--- src/rtl/utfd_pkg.sv ---
// Package: shared types and constants for the UTF-8 byte stream decoder.
package utfd_pkg;

  localparam int ByteW = 8;
  localparam int LeftW = 16;
  localparam int CpW   = 21;
  localparam int LenW  = 3;
  localparam int PendW = 2;
  localparam int InDataW  = 24;
  localparam int OutDataW = 24;

  localparam logic [LenW-1:0] LenOne   = 3'd1;
  localparam logic [LenW-1:0] LenTwo   = 3'd2;
  localparam logic [LenW-1:0] LenThree = 3'd3;
  localparam logic [LenW-1:0] LenFour  = 3'd4;

  typedef struct packed {
    logic [LeftW-1:0] bytes_left;
    logic [ByteW-1:0] byte_in;
  } in_item_t;

  typedef struct packed {
    logic            at_end;
    logic [LenW-1:0] byte_count;
    logic [CpW-1:0]  cp_value;
  } result_t;

endpackage

--- src/rtl/utfd_in_reg.sv ---
// Input register stage: holds one accepted byte transaction until it is decoded.
module utfd_in_reg (
  input  logic               clk,
  input  logic               rst_n,
  input  logic               in_tvalid,
  output logic               in_tready,
  input  utfd_pkg::in_item_t in_item,
  input  logic               advance,
  output logic               item_valid,
  output utfd_pkg::in_item_t item
);

  logic               valid_r;
  logic               valid_nxt;
  utfd_pkg::in_item_t item_r;

  assign in_tready  = !valid_r || advance;
  assign item_valid = valid_r;
  assign item       = item_r;

  always_comb begin
    valid_nxt = valid_r;
    if (in_tready) begin
      valid_nxt = in_tvalid;
    end
  end

  always_ff @(posedge clk) begin
    if (!rst_n) begin
      valid_r <= 1'b0;
    end else begin
      valid_r <= valid_nxt;
    end
  end

  always_ff @(posedge clk) begin
    if (in_tvalid && in_tready) begin
      item_r <= in_item;
    end
  end

endmodule

--- src/rtl/utfd_step.sv ---
// Decode step: sequence state registers and per-byte classify / accumulate logic.
module utfd_step (
  input  logic                clk,
  input  logic                rst_n,
  input  logic                fire,
  input  utfd_pkg::in_item_t  item,
  output logic                emit,
  output utfd_pkg::result_t   res
);

  logic [utfd_pkg::PendW-1:0] pend_r, pend_nxt;
  logic [utfd_pkg::CpW-1:0]   acc_r, acc_nxt;
  logic [utfd_pkg::LenW-1:0]  seq_r, seq_nxt;

  logic [utfd_pkg::LenW-1:0]  lead_len;
  logic [utfd_pkg::CpW-1:0]   lead_payload;
  logic                       lead_ok;
  logic [utfd_pkg::CpW-1:0]   shifted;
  logic [utfd_pkg::PendW-1:0] pend_dec;
  logic                       fits;
  logic                       last_byte;

  assign last_byte = (item.bytes_left == utfd_pkg::LeftW'(1));
  assign shifted   = {acc_r[utfd_pkg::CpW-7:0], item.byte_in[5:0]};
  assign pend_dec  = pend_r - utfd_pkg::PendW'(1);
  assign fits      = (item.bytes_left >= utfd_pkg::LeftW'(lead_len));

  always_comb begin
    lead_ok      = 1'b1;
    lead_len     = utfd_pkg::LenOne;
    lead_payload = '0;
    case (item.byte_in) inside
      8'b0???????: begin
        lead_len     = utfd_pkg::LenOne;
        lead_payload = utfd_pkg::CpW'(item.byte_in[6:0]);
      end
      8'b110?????: begin
        lead_len     = utfd_pkg::LenTwo;
        lead_payload = utfd_pkg::CpW'(item.byte_in[4:0]);
      end
      8'b1110????: begin
        lead_len     = utfd_pkg::LenThree;
        lead_payload = utfd_pkg::CpW'(item.byte_in[3:0]);
      end
      8'b11110???: begin
        lead_len     = utfd_pkg::LenFour;
        lead_payload = utfd_pkg::CpW'(item.byte_in[2:0]);
      end
      default: begin
        lead_ok = 1'b0;
      end
    endcase
  end

  always_comb begin
    pend_nxt       = pend_r;
    acc_nxt        = acc_r;
    seq_nxt        = seq_r;
    emit           = 1'b0;
    res.cp_value   = shifted;
    res.byte_count = seq_r;
    res.at_end     = last_byte;
    if (fire) begin
      if (pend_r != '0) begin
        if (pend_dec == '0) begin
          emit     = 1'b1;
          pend_nxt = '0;
          acc_nxt  = '0;
          seq_nxt  = '0;
        end else begin
          pend_nxt = pend_dec;
          acc_nxt  = shifted;
        end
      end else if (lead_ok && fits) begin
        if (lead_len == utfd_pkg::LenOne) begin
          emit           = 1'b1;
          res.cp_value   = lead_payload;
          res.byte_count = utfd_pkg::LenOne;
        end else begin
          acc_nxt  = lead_payload;
          seq_nxt  = lead_len;
          pend_nxt = utfd_pkg::PendW'(lead_len - utfd_pkg::LenOne);
        end
      end
    end
  end

  always_ff @(posedge clk) begin
    if (!rst_n) begin
      pend_r <= '0;
      acc_r  <= '0;
      seq_r  <= '0;
    end else begin
      pend_r <= pend_nxt;
      acc_r  <= acc_nxt;
      seq_r  <= seq_nxt;
    end
  end

  a_pend_len: assert property (@(posedge clk) disable iff (!rst_n)
    (pend_r != '0) |-> (seq_r >= utfd_pkg::LenTwo && seq_r <= utfd_pkg::LenFour &&
                        utfd_pkg::LenW'(pend_r) < seq_r))
    else $error("pending count inconsistent with sequence length");

  a_idle_clear: assert property (@(posedge clk) disable iff (!rst_n)
    (pend_r == '0) |-> (acc_r == '0 && seq_r == '0))
    else $error("accumulator not cleared between sequences");

  a_ascii_range: assert property (@(posedge clk) disable iff (!rst_n)
    (emit && res.byte_count == utfd_pkg::LenOne) |-> (res.cp_value[utfd_pkg::CpW-1:7] == '0))
    else $error("single-byte code point out of range");

  a_emit_done: assert property (@(posedge clk) disable iff (!rst_n)
    (emit && res.byte_count != utfd_pkg::LenOne) |=> (pend_r == '0))
    else $error("sequence still pending after completion");

endmodule

--- src/rtl/utf8_byte_stream_decoder_core.sv ---
// Top level: UTF-8 byte stream decoder with input register and result register.
//
// Usage:
//   in_*  : one byte per transaction with the count of bytes left in the
//           string (this byte included). Leading bytes are classified and
//           continuation bytes are shifted into the partial code point.
//   out_* : one transaction per completed code point: 21-bit value and its
//           byte length in tdata, tlast set when the completing byte had
//           bytes_left equal to one. Skipped bytes produce no transaction.
//   A taken byte is held in the input register; when the output is not
//   stalled, the decode step writes its result into the result register,
//   from where it is offered until the receiver takes it.
//   Throughput: one byte per cycle unless the receiver stalls, set by the
//   single decode step between the input register and the result register.
//   Reset (rst_n low, synchronous) empties both registers and clears the
//   sequence state. When the receiver stalls, the result register holds;
//   at most one more byte is taken into the input register, then in_tready
//   stays low until the result is taken.
module utf8_byte_stream_decoder_core (
  input  logic                          clk,
  input  logic                          rst_n,
  input  logic                          in_tvalid,
  output logic                          in_tready,
  input  logic [utfd_pkg::InDataW-1:0]  in_tdata,   // byte_in[7:0], bytes_left[23:8]
  output logic                          out_tvalid,
  input  logic                          out_tready,
  output logic [utfd_pkg::OutDataW-1:0] out_tdata,  // cp_value[20:0], byte_count[23:21]
  output logic                          out_tlast   // at_end
);

  utfd_pkg::in_item_t in_item;
  utfd_pkg::in_item_t item;
  utfd_pkg::result_t  res;
  utfd_pkg::result_t  res_r;
  logic               item_valid;
  logic               advance;
  logic               emit;
  logic               out_valid_r, out_valid_nxt;

  assign in_item = utfd_pkg::in_item_t'(in_tdata);
  assign advance = !out_valid_r || out_tready;

  utfd_in_reg u_in_reg (
    .clk        (clk),
    .rst_n      (rst_n),
    .in_tvalid  (in_tvalid),
    .in_tready  (in_tready),
    .in_item    (in_item),
    .advance    (advance),
    .item_valid (item_valid),
    .item       (item)
  );

  utfd_step u_step (
    .clk   (clk),
    .rst_n (rst_n),
    .fire  (item_valid && advance),
    .item  (item),
    .emit  (emit),
    .res   (res)
  );

  always_comb begin
    out_valid_nxt = out_valid_r;
    if (advance) begin
      out_valid_nxt = item_valid && emit;
    end
  end

  always_ff @(posedge clk) begin
    if (!rst_n) begin
      out_valid_r <= 1'b0;
    end else begin
      out_valid_r <= out_valid_nxt;
    end
  end

  always_ff @(posedge clk) begin
    if (advance && item_valid && emit) begin
      res_r <= res;
    end
  end

  assign out_tvalid = out_valid_r;
  assign out_tdata  = {res_r.byte_count, res_r.cp_value};
  assign out_tlast  = res_r.at_end;

endmodule
--- config.mk ---
export PLATFORM = sky130hd
export DESIGN_NAME = utf8_byte_stream_decoder_core
export DESIGN_NICKNAME = d
export VERILOG_FILES = /design/src/rtl/utfd_pkg.sv /design/src/rtl/utfd_in_reg.sv /design/src/rtl/utfd_step.sv /design/src/rtl/utf8_byte_stream_decoder_core.sv
export SDC_FILE = /design/constraint.sdc
export NUM_CORES = 1
export LEC_CHECK = 0
export BUFFER_PORTS_ARGS = -buffer_cell sky130_fd_sc_hd__buf_2
export CAP_MARGIN = 30
export CELL_PAD_IN_SITES_DETAIL_PLACEMENT = 0
export CELL_PAD_IN_SITES_GLOBAL_PLACEMENT = 2
export CORE_MARGIN = 2
export CORE_UTILIZATION = 35
export DETAILED_ROUTE_END_ITERATION = 8
export PLACE_DENSITY = 0.82
export SYNTH_ARGS = -nofsm -noshare
export SYNTH_HDL_FRONTEND = slang
export SYNTH_SLANG_ARGS = --single-unit
--- constraint.sdc ---
create_clock -name clk -period 4.45 [get_ports clk]
set_input_delay 0.6675 -clock clk [delete_from_list [all_inputs] [get_ports clk]]
set_output_delay 0.6675 -clock clk [all_outputs]
set_load 0.05 [all_outputs]
==> qor.csv, run 1 <==
stage;metric;value;unit
synth;syn-cell-area;2980;um2
detailed_routing;wl;4860;um
placement;place.gp.congestion;0.790;
final_layout;post-route-util;42.9;%
final_layout;design_area;3540;um2
detailed_routing;num_vias;1741;
run;maxCapViolCount;0;
timing;min_period;3.14;ns
timing;setup_violations;0;
pwr;power_frac_comb;9.0;%
cts;cts_tree;built;
synth;yosysWarningCount;0;
cts;hold_buffers;0;
cts;post_cts_resized;0;
pwr;p_switching;0.328;mW
synth;syn_inst;224;
timing;finalCritPeriodShare;70.6;%
final_layout;nNetsFinal;311;
cts;cts-root-buf;clkbuf_8;
floorplanning;io_pins;55;
pwr;power_switching_share;22.6;%
pwr;intPower;1.12;mW
timing;slew_viol_final;0;
floorplanning;rows;33;
timing;setup_ws;1.31;ns
detailed_routing;drc;0;
pwr;pwr-share-seq;51.4;%
cts;clk_pin_slew;0.07;ns
cts;cts_inserted_buffers;9;
synth;yosys_register_bits;71;
pwr;peakVddDrop;225;uV
pwr;power.density;409;nW/um2
synth;synth.distinct_cells;47;
synth;synth_largest_area_cell;edfxtp_1;
cts;clock_latency;0.34;ns
final_layout;layout_commonest_cell;buf_2;
floorplanning;chipHeight;96.3;um
setup_path;path_max_fanout;19;
pwr;total_power;1.45;mW
detailed_routing;final_antenna_net_count;0;
floorplanning;fp.dieArea;9280;um2
setup_path;cp.required;4.54;ns
pwr;cellLeakagePower;1.32;nW
floorplanning;core;8260;um2
cts;clockBufferDepth;2;
cts;cts_max_level;3;
final_layout;n_antenna_cell;0;
final_layout;multiInputGateArea;952;um2
detailed_routing;wl_per_cell;12.6;um
grt;grt_pass1_vias;1637;
floorplanning;start_util;36.1;%
grt;grt.overflow.total;0;
synth;synth_async_sr_flop_share;0;%
grt;grt_usage;11.7;%
timing;rsz0062_at_grt;false;
timing;hold_violations;0;
setup_path;crit_type;register to register;
final_layout;syn_to_final_growth;18.8;%
synth;syn_nets;258;
floorplanning;die_w;96.3;um
synth;ys_seq_area_share;64.1;%
timing;tns;0;ns
detailed_routing;drt_iter0_markers;76;
placement;hpwl;3420;um
synth;synth_ff_type;edfxtp_1;
placement;place_ws;1.26;ns
pwr;pwr-share-clk;39.6;%
cts;post_cts_buffers;0;
timing;max_freq;318;MHz
synth;syn_area_per_cell;13.3;um2
setup_path;end_kind;register;
detailed_routing;drtPass1Iterations;4;
run_status;status;completed;
final_layout;seqCellArea;1910;um2
timing;slew_headroom;33.8;%
timing;tightest_slew;0.992;ns
worst_hold_path;hp-class;register to register;
final_layout;fillCellCount;791;
final_layout;drive_gt1_share;33.0;%
final_layout;final_cell_mix;54 x buf_2, 49 x edfxtp_1, 35 x nand2_1;
grt;grt_pass1_wl;7960;um
setup_path;critPathLaunchType;register;
timing;clock-skew-final;0.0131;ns
setup_path;crit_arrival;3.23;ns
grt;antenna_found_initial;0;
synth;yosys-top-cells-area;edfxtp_1 49%, dfxtp_1 15%, mux2i_1 5.0%, nand2_1 4.4%, nor2b_1 4.2%;
placement;placed_area;3310;um2
placement;port_buffers;54;
detailed_routing;viasPerCell;4.50;
grt;grt_max_degree;28;
cts;cts_sinks;71;
synth;synth_edf_count;49;
synth;synth_top_area_share;49.3;%
worst paths after layout:
path,startpoint,depth (start not counted),endpoint,slack (ns)
setup / recovery,u_in_reg.item[3],9,out_tdata[6],1.31
hold / removal,u_step.acc_r[10],2,u_step.acc_r[10],0.46
setup reg to reg,u_in_reg.item[3],9,out_tdata[6],1.31
hold reg to reg,u_step.acc_r[10],2,u_step.acc_r[10],0.46
cells in the mapped netlist, types with 2 or more instances:
master     n
nand3_1    7
edfxtp_1  49
mux2i_1   15
nand2_1   35
a21boi_0   2
dfxtp_1   22
ha_1       6
clkbuf_1   6
o31ai_4    2
a21oi_1    3
buf_4      2
clkbuf_8   2
and2b_2    2
a31o_2     2
nor2_1     4
nor4_1     5
nand2b_1   3
and2_1     2
inv_1      5
o211ai_1   2
or2b_2     2
o221a_2    2
nor2b_1   20
flip-flops by register name, summed over array words and instances, names as in the netlist:
register	count
u_in_reg.item	24
out_tdata	24
out_tlast	1
u_step.pend_r	2
out_tvalid	1
u_in_reg.item_valid	1
u_step.acc_r	15
u_step.seq_r	3
kinds of logic (layout without fill, tap and decap cells):
family          count (synthesis)  after routing  share of synthesized area [%]
compound gates                 21             21                           6.79
fa+ha+maj                       6              6                           2.52
buf+inv                        19             77                           4.11
flops                          71             71                           64.1
mux                            16             16                           5.41
simple gates                   91             91                           17.1
stage by stage:
step                      hold WS, ns  instances
final                           0.456        387
after global routing            0.465        387
after CTS                       0.458        387
after detailed placement        0.442        371
after global placement          0.440        370
after floorplan                 0.430        224
power by group through the flow:
| stage | clock, mW | combinational (mW) | sequential (mW) |
|---|---|---|---|
| 3_5_place_dp | 0 | 0.132 | 0.761 |
| 6_report | 0.575 | 0.130 | 0.746 |
| 4_1_cts | 0.592 | 0.132 | 0.746 |
| 3_3_place_gp | 0 | 0.130 | 0.760 |
| 5_1_grt | 0.626 | 0.143 | 0.748 |
| 2_1_floorplan | 0 | 0.0726 | 0.788 |
worst max-delay path, cell delays in order (launching register included):
cell      delay [ns]
edfxtp_1        0.45
nand2b_1        0.17
a21oi_1         0.27
inv_1           0.11
ha_1            0.28
nor3b_1         0.06
nor4b_4         0.35
o31ai_4         0.16
nor3_4          0.63
mux2_2          0.41
metal layers:
layer	track usage (%)	vias up	routed length, um
met1	15.6	778	2240
met4	5.99	0	83
met2	17.1	53	2220
met3	3.68	9	316
met5	0	-	0
li1	-	901	-
layout make-up:
type / instances / share of cell area, %
flip-flops and latches: 71 / 53.9
inverters: 5 / 0.529
repair buffers: 56 / 8.26
multi-input cells: 134 / 26.9
clock inverters: 3 / 1.31
well taps: 105 / 3.71
clock buffers: 13 / 5.40
(Power assumes the default switching activity.)
==> run 2, diff against run 1 <==
Clock period 4.45 ns to 3.13 ns, I/O delays scaled along.
==> run 2 against run 1 <==
Compared with the run above: non-clock buffer count up 5; via count up 2.9%; routed wire length up 1.5%; sequential power up 42%; maximum frequency up 9.9%; first-iteration DRC count down 34%; sequential cell count unchanged; global-route usage up 0.074 points; die area unchanged; clock skew down 0.0045 ns; largest power group unchanged; highest routed layer unchanged.
==> qor.csv, run 2 (synthesis results as in run 1) <==
stage;metric;value;unit;change
final_layout;nNetsFinal;316;;+1.6%
timing;tns;0;ns;unchanged
pwr;power.density;572;nW/um2;+40%
placement;placed_cells;374;;+0.81%
grt;grt_usage;11.8;%;+0.074 points
detailed_routing;num_vias;1791;;+2.9%
run;maxCapViolCount;0;;unchanged
timing;hold_violations;0;;unchanged
floorplanning;die_w;96.3;um;unchanged
setup_path;rr_startpoint;u_in_reg.item[3];;
worst_hold_path;hp-class;input pin to register;;
grt;grt_pass1_wl;7930;um;-0.43%
setup_path;worstReg2RegEnd;out_tdata[23];;
setup_path;crit_arrival;2.89;ns;-0.34 ns
final_layout;syn_to_final_growth;19.4;%;
cts;clk_pin_slew;0.07;ns;about the same
placement;hpwl;3450;um;+0.88%
worst_hold_path;hp-start;in_tdata[22];;
floorplanning;rows;33;;unchanged
cts;cts_sinks;71;;unchanged
cts;clockBufferDepth;2;;unchanged
final_layout;drive_gt1_share;34.5;%;+1.5 points
grt;grt_pass1_vias;1668;;+1.9%
timing;rsz0062_at_grt;false;;
worst_hold_path;holdPathEnd;u_in_reg.item[22];;
placement;place.gp.congestion;0.877;;+11%
cts;cts_tree;built;;
grt;grt.overflow.total;0;;unchanged
detailed_routing;viasPerCell;4.57;;+1.6%
timing;finalCritPeriodShare;91.2;%;+21 points
floorplanning;io_pins;55;;unchanged
timing;setup_ws;0.274;ns;-1.04 ns
floorplanning;chipHeight;96.3;um;unchanged
timing;min_period;2.86;ns;-0.284 ns
placement;port_buffers;54;;unchanged
detailed_routing;wl_per_cell;12.6;um;+0.21%
timing;setup_violations;0;;unchanged
detailed_routing;final_antenna_net_count;0;;unchanged
placement;place_ws;0.0195;ns;-1.24 ns
cts;cts_inserted_buffers;9;;unchanged
detailed_routing;drc;0;;unchanged
cts;clock_latency;0.35;ns;about the same
final_layout;post-route-util;43.2;%;+0.23 points
run_status;status;completed;;
final_layout;fin_cells;392;;+1.3%
setup_path;reg2reg_depth;11;;+2
timing;clock-skew-final;0.00866;ns;-0.00448 ns
final_layout;final_cell_mix;54 x buf_2, 49 x edfxtp_1, 35 x nand2_1;;
cts;cts-root-buf;clkbuf_8;;
worst_hold_path;min_path_cells;1;;-1
setup_path;end_kind;register;;
floorplanning;core;8260;um2;unchanged
detailed_routing;drtPass1Iterations;5;;+1
timing;tightest_slew;0.461;ns;-0.532 ns
final_layout;n_antenna_cell;0;;unchanged
setup_path;r2r_slack;0.27;ns;-1.04 ns
timing;hold_slack;0.295;ns;-0.161 ns
grt;grt_max_degree;28;;unchanged
setup_path;path_max_fanout;24;;+5
detailed_routing;drt_iter0_markers;50;;-34%
pwr;cellLeakagePower;1.34;nW;+1.9%
floorplanning;start_util;36.1;%;unchanged
setup_path;cp.required;3.16;ns;-1.38 ns
timing;slew_viol_final;0;;unchanged
detailed_routing;wl;4930;um;+1.5%
pwr;peakVddDrop;288;uV;+28%
final_layout;layout_commonest_cell;buf_2;;
cts;hold_buffers;0;;unchanged
cts;cts_max_level;3;;unchanged
setup_path;crit_type;register to register;;
timing;max_freq;350;MHz;+9.9%
setup_path;critPathLaunchType;register;;
timing;slew_headroom;69.3;%;+35 points
grt;antenna_found_initial;0;;unchanged
floorplanning;fp.dieArea;9280;um2;unchanged
run 2: how the worst max path moves through the flow:
stage                           startpoint       endpoint  slack (ns)  cells after the start
after floorplan           u_in_reg.item[3]   out_tdata[0]        0.20                      9
after global placement    u_in_reg.item[3]   out_tdata[6]        0.14                      9
after detailed placement  u_in_reg.item[4]   out_tdata[6]        0.02                      9
after CTS                 u_in_reg.item[3]   out_tdata[6]       0.007                      9
after global routing      u_in_reg.item[7]  out_tdata[18]        0.05                     11
final                     u_in_reg.item[3]  out_tdata[23]        0.27                     11
run 2: final cells by class:
class	instances	area [um2]
Fill cell	780	4690
Sequential cell	71	1910
Multi-Input combinational cell	134	952
Timing Repair Buffer	61	327
Clock buffer	11	163
Tap cell	105	131
Clock inverter	5	60.1
Inverter	5	18.8
run 2: routing by layer:
| layer | track usage, % | wire length (um) | part of all wire [%] |
|---|---|---|---|
| met1 | 14.9 | 2270 | 46 |
| met2 | 17.5 | 2230 | 45 |
| met3 | 4.54 | 336 | 6.8 |
| met4 | 5.99 | 94 | 1.9 |
| met5 | 0 | 0 | 0 |
run 2: where the power goes:
part / total [mW] / switching [mW] / internal, mW
clock: 0.790 / 0.347 / 0.443
combinational: 0.190 / 0.122 / 0.0681
sequential: 1.06 / 0.0168 / 1.04
run 2: per-stage QoR:
| step | power (mW) | area (um2) |
|---|---|---|
| final | 2.04 | 3560 |
| after global routing | 2.13 | 3560 |
| after floorplan | 1.22 | 2990 |
| after detailed placement | 1.27 | 3320 |
| after global placement | 1.27 | 3320 |
| after CTS | 2.07 | 3540 |
run 2: what timing repair did:
action | 4_1_cts | 5_1_grt
setup buffers | 0 | 2
resized for setup | 0 | 1
setup endpoints to repair | 0 | 14
run 2: worst max-delay path, cell delays in order, from the launching register on:
cell	delay, ns
edfxtp_1	0.38
nand2b_1	0.15
a21oi_1	0.31
inv_1	0.11
ha_1	0.29
nor3b_1	0.06
nor4b_4	0.35
o31ai_4	0.12
buf_4	0.18
o21a_1	0.20
nor2_2	0.13
buf_6	0.26
